--- src/assert_macros.svh ---
// ----------------------------------------------------------------------------
// Assertion macros
// Shared property macros for the nearest-pair search core.
// ----------------------------------------------------------------------------
`ifndef ASSERT_MACROS_SVH
`define ASSERT_MACROS_SVH
`ifndef NO_ASSERTIONS
// The property must hold at every clock edge outside reset.
`define VTNR_ASSERT(lbl, clk_sig, rst_sig, prop) \
    lbl: assert property (@(posedge clk_sig) disable iff (!rst_sig) (prop)) \
        else $error("%m: assertion failed");
// The condition must never be true outside reset.
`define VTNR_ASSERT_NEVER(lbl, clk_sig, rst_sig, cond) \
    lbl: assert property (@(posedge clk_sig) disable iff (!rst_sig) !(cond)) \
        else $error("%m: forbidden condition seen");
`else
`define VTNR_ASSERT(lbl, clk_sig, rst_sig, prop)
`define VTNR_ASSERT_NEVER(lbl, clk_sig, rst_sig, cond)
`endif
`endif

--- src/vtnr_div.sv ---
// ----------------------------------------------------------------------------
// vtnr_div
// Restoring divider, one quotient bit per cycle, remainder kept below divisor.
// ----------------------------------------------------------------------------
`include "assert_macros.svh"

module vtnr_div #(
    parameter int DW = 11,
    parameter int QW = 16
) (
    input  logic          clk,
    input  logic          rst_n,
    input  logic          start,
    input  logic [DW-1:0] rem_init,
    input  logic [DW-1:0] den,
    input  logic [QW-1:0] lo_bits,
    output logic          busy,
    output logic [QW-1:0] quot
);

    localparam int CW = $clog2(QW + 1);

    logic          busy_reg;
    logic [CW-1:0] cnt_reg;
    logic [DW-1:0] rem_reg;
    logic [DW-1:0] rem_next;
    logic [DW-1:0] den_reg;
    logic [QW-1:0] lo_reg;
    logic [QW-1:0] q_reg;
    logic [DW:0]   trial;
    logic [DW:0]   diff;
    logic          fits;

    always_comb
    begin
        trial    = {rem_reg, lo_reg[QW-1]};
        diff     = trial - {1'b0, den_reg};
        fits     = (trial >= {1'b0, den_reg});
        rem_next = fits ? diff[DW-1:0] : trial[DW-1:0];
    end

    always_ff @(posedge clk or negedge rst_n)
    begin
        if (!rst_n)
        begin
            busy_reg <= 1'b0;
            cnt_reg  <= '0;
        end
        else if (start)
        begin
            busy_reg <= 1'b1;
            cnt_reg  <= CW'(QW);
        end
        else if (busy_reg)
        begin
            cnt_reg <= cnt_reg - 1'b1;
            if (cnt_reg == CW'(1))
            begin
                busy_reg <= 1'b0;
            end
        end
    end

    always_ff @(posedge clk)
    begin
        if (start)
        begin
            rem_reg <= rem_init;
            den_reg <= den;
            lo_reg  <= lo_bits;
            q_reg   <= '0;
        end
        else if (busy_reg)
        begin
            rem_reg <= rem_next;
            lo_reg  <= {lo_reg[QW-2:0], 1'b0};
            q_reg   <= {q_reg[QW-2:0], fits};
        end
    end

    assign busy = busy_reg;
    assign quot = q_reg;

    `VTNR_ASSERT_NEVER(a_rem_below_den, clk, rst_n, busy_reg && (rem_reg >= den_reg))
    `VTNR_ASSERT_NEVER(a_busy_count, clk, rst_n, busy_reg && (cnt_reg == '0))

endmodule

--- config.mk ---
export PLATFORM = sky130hd
export DESIGN_NAME = vtnr_div
export DESIGN_NICKNAME = d
export VERILOG_FILES = /design/src/vtnr_div.sv
export VERILOG_INCLUDE_DIRS = /design/src /design/src/src
export SDC_FILE = /design/constraint.sdc
export NUM_CORES = 1
export LEC_CHECK = 0
export BUFFER_PORTS_ARGS = -buffer_cell sky130_fd_sc_hd__buf_2
export CORE_UTILIZATION = 46
export DETAILED_ROUTE_END_ITERATION = 10
export HOLD_SLACK_MARGIN = 0.08
export PLACE_DENSITY = 0.8
export SLEW_MARGIN = 10
export SYNTH_ARGS = -nofsm -noshare
export SYNTH_HDL_FRONTEND = slang
export SYNTH_SLANG_ARGS = --single-unit
--- constraint.sdc ---
create_clock -name clk -period 3.3 [get_ports clk]
set_clock_uncertainty 0.1 [all_clocks]
set_input_delay 0.66 -clock clk [delete_from_list [all_inputs] [get_ports clk]]
set_output_delay 0.66 -clock clk [all_outputs]
set_load 0.01 [all_outputs]
==> impl_metrics.yaml <==
run_status:
  status: "complete, no violations"
yosys:
  synth-main-ff-cell: "edfxtp_1"
  ys_seq_area_frac: 0.528
  synthArstFlopShare: 0.100
  synth_area_per_cell_um2: 11.8
  netlist_instances: 259
  syn-num-nets: 314
  synth-edff-count: 38
  syn_area_um2: 3050
  synth.area.top_cells: "edfxtp_1 37%, dfxtp_1 10%, mux2_2 5.5%"
  synth-seq-cells: 60
  ys_types: 49
  synth_top_area_cell: "edfxtp_1"
  synth_warnings: 0
  synth_top_area_share: 0.374
route:
  avgRoutedWirePerCell_um: 14.7
  via_per_inst: 5.36
  drtIter0Drc: 133
  ant_nets: 0
  drc_errors: 0
  drt_first_pass_iters: 5
  dr_total_vias: 2160
  drt_wl_total_um: 5920
power:
  p_total_uw: 2740
  p_per_area_nw_per_um2: 756
  p_sw_uw: 957
  p_comb_frac: 0.377
  peakVddDrop_mv: 0.381
  p_clk_frac: 0.236
  seqPwrFrac: 0.387
  leakage_uw: 0.00165
  power.internal_uw: 1780
  sw_frac_of_total: 0.350
final_layout:
  multi_input_area_um2: 1320
  utilization: 0.567
  syn_to_final_growth_pct: 18.7
  fill_cells: 554
  final-seq-area_um2: 1610
  layout_commonest_cell: "buf_2"
  fin_nets: 376
  drive_above_1_share: 0.319
  antenna_cells: 0
  mostFrequentLayoutCells: "57 x buf_2, 38 x edfxtp_1, 32 x nor2_1, 16 x inv_1, 16 x dfxtp_1"
floorplanning:
  coreArea_um2: 6390
  die_h_um: 83.5
  pin_count: 58
  rows: 29
  dieWidth_um: 83.5
  start_util: 0.478
  die-area_um2: 6960
worst_setup_path:
  path_max_fanout: 11
  cp.arrival_ns: 2.70
  reg2reg_from: "den_reg[0]"
  crit_path_end_kind: "register"
  cp.required_ns: 3.27
  critPathLaunch: "den_reg[0]"
  setup.worst_path.class: "register to register"
  startpoint_type: "register"
clock_network:
  numCtsBuffers: 9
  clockRootBuffer: "clkbuf_8"
  cts_buffer_depth: 2
  clock_latency_ns: 0.34
  cts_setup_buffers: 0
  cts_sinks: 60
  htreeDepth: 3
  path_clk_slew_ns: 0.07
  cts_tree: "yes"
global_routing:
  antenna_found_initial: 0
  grt_pass1_vias: 2186
  grt_pass1_wl_um: 10100
  grt.overflow.total: 0
  grt_max_degree: 32
  grt_usage: 0.183
timing:
  tightestPinTransition_ns: 0.611
  period_minus_slack_ns: 2.73
  final.period_utilization: 0.827
  tns_ns: 0
  slew_headroom: 0.593
  hold_viol: 0
  slew_viol_final: 0
  setup_viol: 0
  rsz0062_at_grt: "no"
  whs_ns: 0.392
  fmax_mhz: 367
  finalWorstSetupSlack_ns: 0.572
worst_hold_path:
  hold_start: "den[9]"
  hold_path.class: "primary input to register"
run:
  cap_violations: 0
placed_design:
  io_buffers: 57
  dp_slack_ns: 0.608
  gp_congestion: 0.857
  post-dp-hpwl_um: 4100
-- critical path: stages (launching register included) --
cell       delay, ns
edfxtp_1        0.37
ha_1            0.26
fa_1            0.41
nand2b_1        0.17
o2bb2ai_2       0.17
a21oi_4         0.16
o2111ai_2       0.34
a41oi_1         0.37
o31ai_1         0.11
-- per-layer routing --
layer	share of wire	track usage	wire (um)	vias to the layer above
met1	0.46	0.241	2730	1027
met2	0.47	0.287	2800	50
met3	0.047	0.0386	280	12
li1	-	-	-	1071
met4	0.019	0.0955	113	0
met5	0	0	0	-
-- worst paths after layout --
path                            cells after the start  slack, ns         end
worst max-delay path                                8       0.57  rem_reg[6]
worst min-delay path                                1       0.39  den_reg[9]
worst max register to register                      8       0.57  rem_reg[6]
worst min register to register                      2       0.39    quot[15]
max in group asynchronous                           2       2.37  cnt_reg[4]
min in group asynchronous                           2       0.58  cnt_reg[2]
-- synthesized netlist by cell type, types with 2 or more instances --
cell type  number
a211oi_1        2
a211oi_2        2
a21oi_1         5
a31oi_1         5
a41oi_1         3
and2_1          4
buf_1           4
buf_2           3
clkbuf_1        4
dfrtp_1         6
dfxtp_1        16
edfxtp_1       38
ha_1           13
inv_1          16
mux2_2         15
mux2i_1        15
nand2_1         9
nand2b_1        6
nand3_1         4
nand4_1         3
nor2_1         32
nor3_1          3
o21a_1          2
o21ai_0         3
o21ai_1         8
o311ai_2        2
o31a_1          3
o31ai_1         3
xnor2_1         7
xor2_1          4
-- power by group through the flow --
stage	Clock (uW)	Combinational (uW)	Sequential, uW
6_report	646	1030	1060
5_1_grt	684	1150	1080
3_5_place_dp	0	1020	1070
4_1_cts	656	1030	1060
2_1_floorplan	0	810	1050
3_3_place_gp	0	994	1070
-- stage by stage --
| stage | cell area (um2) | cells |
|---|---|---|
| 2_1_floorplan | 3050 | 259 |
| 3_3_place_gp | 3410 | 386 |
| 3_5_place_dp | 3410 | 386 |
| 4_1_cts | 3620 | 403 |
| 5_1_grt | 3620 | 403 |
| 6_report | 3620 | 403 |
-- cell type report --
cell class	instances	share of cell area
inverter	16	0.0166
clock buffer	13	0.0498
timing repair buffer	63	0.0919
sequential	60	0.445
clock inverter	3	0.00449
tap	77	0.0266
multi-input combinational	171	0.366
-- cells by family after synthesis --
| kind of cell | after synthesis | synth area share |
|---|---|---|
| AOI/OAI and AO/OA | 48 | 0.130 |
| xor gates and xnor gates | 11 | 0.0316 |
| adders and majority gates | 14 | 0.0599 |
| buffers and inverters | 28 | 0.0381 |
| DFF | 60 | 0.528 |
| muxes | 30 | 0.105 |
| and+or+nand+nor | 68 | 0.108 |
-- repair_timing --
action                    in CTS  in global routing
gates resized for setup        0                  0
hold buffers                   1                  0
hold endpoints to repair       6                  0
No activity file was read; power rests on OpenSTA's default activity.
