**src/assert_macros.svh**
```systemverilog
// ----------------------------------------------------------------------------
// Assertion macros
// Shared property macros for the nearest-pair search core.
// ----------------------------------------------------------------------------
`ifndef ASSERT_MACROS_SVH
`define ASSERT_MACROS_SVH
`ifndef NO_ASSERTIONS
// The property must hold at every clock edge outside reset.
`define VTNR_ASSERT(lbl, clk_sig, rst_sig, prop) \
    lbl: assert property (@(posedge clk_sig) disable iff (!rst_sig) (prop)) \
        else $error("%m: assertion failed");
// The condition must never be true outside reset.
`define VTNR_ASSERT_NEVER(lbl, clk_sig, rst_sig, cond) \
    lbl: assert property (@(posedge clk_sig) disable iff (!rst_sig) !(cond)) \
        else $error("%m: forbidden condition seen");
`else
`define VTNR_ASSERT(lbl, clk_sig, rst_sig, prop)
`define VTNR_ASSERT_NEVER(lbl, clk_sig, rst_sig, cond)
`endif
`endif

```
**src/vtnr_pkg.sv**
```systemverilog
// ----------------------------------------------------------------------------
// vtnr_pkg
// Widths, codes, shared types and the two-smallest update used by the core.
// ----------------------------------------------------------------------------
package vtnr_pkg;

    localparam int COORD_W    = 16;
    localparam int SQ_W       = 2 * (COORD_W + 1);
    localparam int DIST_W     = SQ_W + 2;
    localparam int GRID_W     = 11;
    localparam int VOX_W      = 10;
    localparam int CNT_W      = 9;
    localparam int IDX_W      = 8;
    localparam int RATIO_W    = 17;
    localparam int QUOT_W     = 16;
    localparam int CFG_DATA_W = 11;
    localparam int ENTRY_W    = 3 * COORD_W;
    localparam int IMAGES     = 27;
    localparam int DRAIN_CYCLES = IMAGES + 3;
    localparam int DRAIN_W    = $clog2(DRAIN_CYCLES + 1);

    localparam logic OP_LOAD  = 1'b0;
    localparam logic OP_QUERY = 1'b1;

    // Image codes per axis: shifted by minus one box, unshifted, plus one box.
    localparam logic [1:0] IMG_NEG = 2'd0;
    localparam logic [1:0] IMG_MID = 2'd1;
    localparam logic [1:0] IMG_POS = 2'd2;

    localparam logic [COORD_W-1:0] CENTER_LO = COORD_W'(1) << (COORD_W - 1);
    localparam logic [RATIO_W-1:0] RATIO_ONE = RATIO_W'(1) << QUOT_W;

    typedef enum logic [0:0] {
        CFG_GRID_SIZE     = 1'b0,
        CFG_NUCLEUS_COUNT = 1'b1
    } cfg_index_t;

    typedef struct packed {
        logic [2:0][SQ_W-1:0] sx;
        logic [2:0][SQ_W-1:0] sy;
        logic [2:0][SQ_W-1:0] sz;
    } axis_sq_t;

    typedef struct packed {
        logic              have_best;
        logic              have_second;
        logic [DIST_W-1:0] best;
        logic [DIST_W-1:0] second;
    } top2_t;

    localparam top2_t TOP2_EMPTY = '0;

    // Keeps the smallest value and the smallest one strictly above it.
    function automatic top2_t top2_update(input top2_t p, input logic [DIST_W-1:0] d);
        top2_t r;
        r = p;
        if (!p.have_best)
        begin
            r.have_best = 1'b1;
            r.best      = d;
        end
        else if (d < p.best)
        begin
            r.second      = p.best;
            r.have_second = 1'b1;
            r.best        = d;
        end
        else if ((d > p.best) && (!p.have_second || (d < p.second)))
        begin
            r.second      = d;
            r.have_second = 1'b1;
        end
        return r;
    endfunction

endpackage

```
**src/vtnr_cell.sv**
```systemverilog
// ----------------------------------------------------------------------------
// vtnr_cell
// One periodic image: forms its squared distance and merges it into the
// running nearest pair handed along the chain.
// ----------------------------------------------------------------------------
`include "assert_macros.svh"

module vtnr_cell #(
    parameter int OX = 1,
    parameter int OY = 1,
    parameter int OZ = 1
) (
    input  logic               clk,
    input  logic               rst_n,
    input  logic               in_valid,
    input  vtnr_pkg::axis_sq_t in_sq,
    input  vtnr_pkg::top2_t    in_top2,
    output logic               out_valid,
    output vtnr_pkg::axis_sq_t out_sq,
    output vtnr_pkg::top2_t    out_top2
);

    import vtnr_pkg::*;

    logic              valid_reg;
    axis_sq_t          sq_reg;
    top2_t             top2_reg;
    top2_t             top2_next;
    logic [DIST_W-1:0] img_dist;

    always_comb
    begin
        img_dist = DIST_W'(in_sq.sx[OX]) + DIST_W'(in_sq.sy[OY]) + DIST_W'(in_sq.sz[OZ]);
        top2_next = top2_update(in_top2, img_dist);
    end

    always_ff @(posedge clk or negedge rst_n)
    begin
        if (!rst_n)
        begin
            valid_reg <= 1'b0;
        end
        else
        begin
            valid_reg <= in_valid;
        end
    end

    always_ff @(posedge clk)
    begin
        sq_reg   <= in_sq;
        top2_reg <= top2_next;
    end

    assign out_valid = valid_reg;
    assign out_sq    = sq_reg;
    assign out_top2  = top2_reg;

    `VTNR_ASSERT(a_pair_ordered, clk, rst_n,
        valid_reg && top2_reg.have_second |-> top2_reg.have_best && (top2_reg.best < top2_reg.second))

endmodule

```
**config.mk**
```make
export PLATFORM = sky130hd
export DESIGN_NAME = vtnr_cell
export DESIGN_NICKNAME = d
export VERILOG_FILES = /design/src/vtnr_pkg.sv /design/src/vtnr_cell.sv
export VERILOG_INCLUDE_DIRS = /design/src /design/src/src
export SDC_FILE = /design/constraint.sdc
export NUM_CORES = 1
export LEC_CHECK = 0
export ABC_AREA = 1
export BUFFER_PORTS_ARGS = -buffer_cell sky130_fd_sc_hd__buf_2
export CAP_MARGIN = 40
export CORE_AREA = 2 2 294 296
export CTS_BUF_LIST = sky130_fd_sc_hd__clkbuf_2 sky130_fd_sc_hd__clkbuf_4 sky130_fd_sc_hd__clkbuf_8
export CTS_CLUSTER_SIZE = 14
export DETAILED_ROUTE_END_ITERATION = 10
export DIE_AREA = 0 0 296 298
export PLACE_DENSITY_LB_ADDON = 0.25
export SYNTH_ARGS = -nofsm -noshare
export SYNTH_HDL_FRONTEND = slang
export SYNTH_SLANG_ARGS = --single-unit
export TNS_END_PERCENT = 50
```
**constraint.sdc**
```tcl
create_clock -name clk -period 0.8 [get_ports clk]
set_input_delay 0.08 -clock clk [delete_from_list [all_inputs] [get_ports clk]]
set_output_delay 0.08 -clock clk [all_outputs]
set_load 0.02 [all_outputs]
```
==> impl_metrics.json <==
{
  "groute.usage.overall_pct": 20.58,
  "grt_pass1_vias": 18761,
  "ant_nets": 0,
  "synth.most_common_cell": "nand2_1",
  "max_stage_delay_ps": 630,
  "cts_buffers": 76,
  "cp_data_required_time_ps": 1440,
  "ys_seq_area_share_pct": 52.40,
  "hold_class": "input pin to flop",
  "final_cell_area_sq_um": 33970,
  "total_leakage_power_nw": 16.54,
  "fin_nets": 3915,
  "worstPathArrival_ps": 4130,
  "yosysWarnings": 0,
  "period_needed_ps": 3494,
  "h-tree-depth": 3,
  "placed_cell_area_sq_um": 21510,
  "cts.sinks": 380,
  "antenna_found_initial": 51,
  "async_flop_share_pct": 0.2632,
  "boundaryPins": 764,
  "synthFlopType": "dfxtp_1",
  "dr.pass1.iters": 5,
  "cap_violations": 0,
  "crit_fanout": 6,
  "path_clk_slew_ps": 60,
  "fp.coreArea_sq_um": 84880,
  "crit_family": "simple AND/OR/NAND/NOR gates",
  "violations": "hold timing, setup timing",
  "setup.worst_path.end_class": "flop",
  "synth_area_leaders": "dfxtp_1, nand2_1, ha_1, inv_1, fa_1",
  "die_height_um": 298,
  "max_freq_mhz": 286.2,
  "syn_to_final_growth_pct": 133.8,
  "numPortBuffers": 762,
  "grt_max_degree": 27,
  "ys_ff_latch": 380,
  "tritoncts": "done",
  "ir_worst_vdd_mv": 1.440,
  "initial_core_util_pct": 17.12,
  "p_per_area_nw_per_um2": 2397,
  "cts_root_buf": "clkbuf_8",
  "syn_area_sq_um": 14530,
  "crit_type": "input pin to flop",
  "yosysTopAreaCell": "dfxtp_1",
  "cp_slowest_cell": "fa_2",
  "critPathBufInv": 8,
  "via_per_inst": 3.880,
  "vias": 17870,
  "drcViolationCount": 0,
  "crit_top_cell": "nand2_2",
  "grt-ovfl-total": 0,
  "rows": 107,
  "drive_gt1_share_pct": 49.03,
  "avgSynthCellArea_sq_um": 8.783,
  "finalWorstSetupSlack_ps": -2694,
  "syn_inst": 1654,
  "drt_iter0_drc": 528,
  "die_x_um": 296,
  "gp_congestion": 0.8322,
  "utilization_pct": 40.02,
  "wire_per_inst_um": 20.73,
  "hold_viol": 3,
  "dieArea_sq_um": 88210,
  "cts_buffer_depth": 3,
  "status": "finished, violations left",
  "hold_slack_ps": -10.53,
  "synth_edf_count": 0,
  "grt_pass1_wl_um": 128300,
  "setup_viol": 453,
  "totalWireLength_um": 95500,
  "post-dp-hpwl_um": 71880,
  "synth_fp_nets": 2176,
  "fin_crit_sh_pct": 436.7,
  "pre_cts_ws_ps": -3799,
  "worst_setup_path_start_kind": "input pin",
  "p_total_mw": 81.42,
  "slew_violations": 0,
  "yosys-top-cells-count": "nand2_1, dfxtp_1, inv_1",
  "rsz0062_at_grt": "yes",
  "synth.distinct_cells": 41,
  "yosysTopAreaCellShare_pct": 52.23
}
## layout make-up
| type | instances | area [sq um] |
|---|---|---|
| Fill cell | 8512 | 50910 |
| Timing Repair Buffer | 1692 | 14620 |
| Sequential cell | 380 | 7976 |
| Multi-Input combinational cell | 975 | 7114 |
| Clock buffer | 117 | 1479 |
| Tap cell | 1144 | 1431 |
| Inverter | 268 | 1037 |
| Clock inverter | 21 | 282.8 |
| Antenna cell | 9 | 22.52 |
## power by group
group | internal, mW | total, mW | switching, mW
combinational | 16.9 | 35.4 | 18.6
sequential | 21.5 | 22.6 | 1.12
clock | 13.6 | 23.4 | 9.80
total | 51.9 | 81.4 | 29.5
## sequential cells by signal, summed over array words and instances, names as in the netlist
| name | count |
|---|---|
| out_top2 | 73 |
| out_valid | 1 |
| out_sq | 306 |
## final timing paths
kind                             start              endpoint  slack [ps]  depth (start not counted)
max                          in_sq[35]   out_top2[8]$_DFF_P_       -2690                         33
min in group asynchronous        rst_n   out_valid$_DFF_PN0_         200                          3
min                        in_top2[73]  out_top2[23]$_DFF_P_         -10                          6
max in group asynchronous        rst_n   out_valid$_DFF_PN0_         490                          3
## per-layer routing
metal	track usage (%)	vias to the layer above	wire length, um
met5	0	-	421
met4	9.608	66	5347
met3	8.601	256	8797
met2	39.46	623	50570
met1	18.30	8229	30370
li1	-	8696	-
## logic make-up after synthesis
kind of cell	Yosys count	synth area share (%)
xor+xnor	13	0.7837
compound gates	193	7.105
simple gates	629	17.79
flops	380	52.40
buf+inv	299	8.122
fa+ha+maj	139	13.78
other cells	1	0.02581
## per-stage QoR
| step | TNS, ps | cells |
|---|---|---|
| finish | -355330 | 4606 |
| detailed placement | -269640 | 3761 |
| global route | -398820 | 4602 |
| floorplan | -197720 | 1654 |
| CTS | -386500 | 4586 |
| global placement | -270510 | 3761 |
## tightest hold or removal path, cell delays in order
cell and delay [ps]:
buf_2 90, inv_1 120, buf_4 210, nand2_1 70, nand2_1 50, inv_1 40
## placed cells by master, fill, tap and decap left out, types with 59 or more instances in the layout
cell type / instances
buf_4: 222
dfxtp_1: 106
dlygate4sd3_1: 672
buf_6: 273
clkbuf_8: 96
nand2_1: 301
nand3_1: 59
nor2_1: 84
buf_2: 485
inv_1: 254
ha_1: 79
dfxtp_2: 264
## what timing repair did
action,CTS,global route
endpoints found under the setup margin,453,453
hold endpoints to repair,381,4
pin swaps,24,67
hold buffers,668,4
cloned,1,5
resized for setup,639,592
setup buffers,18,10
Power figures use the tool's default switching activity.
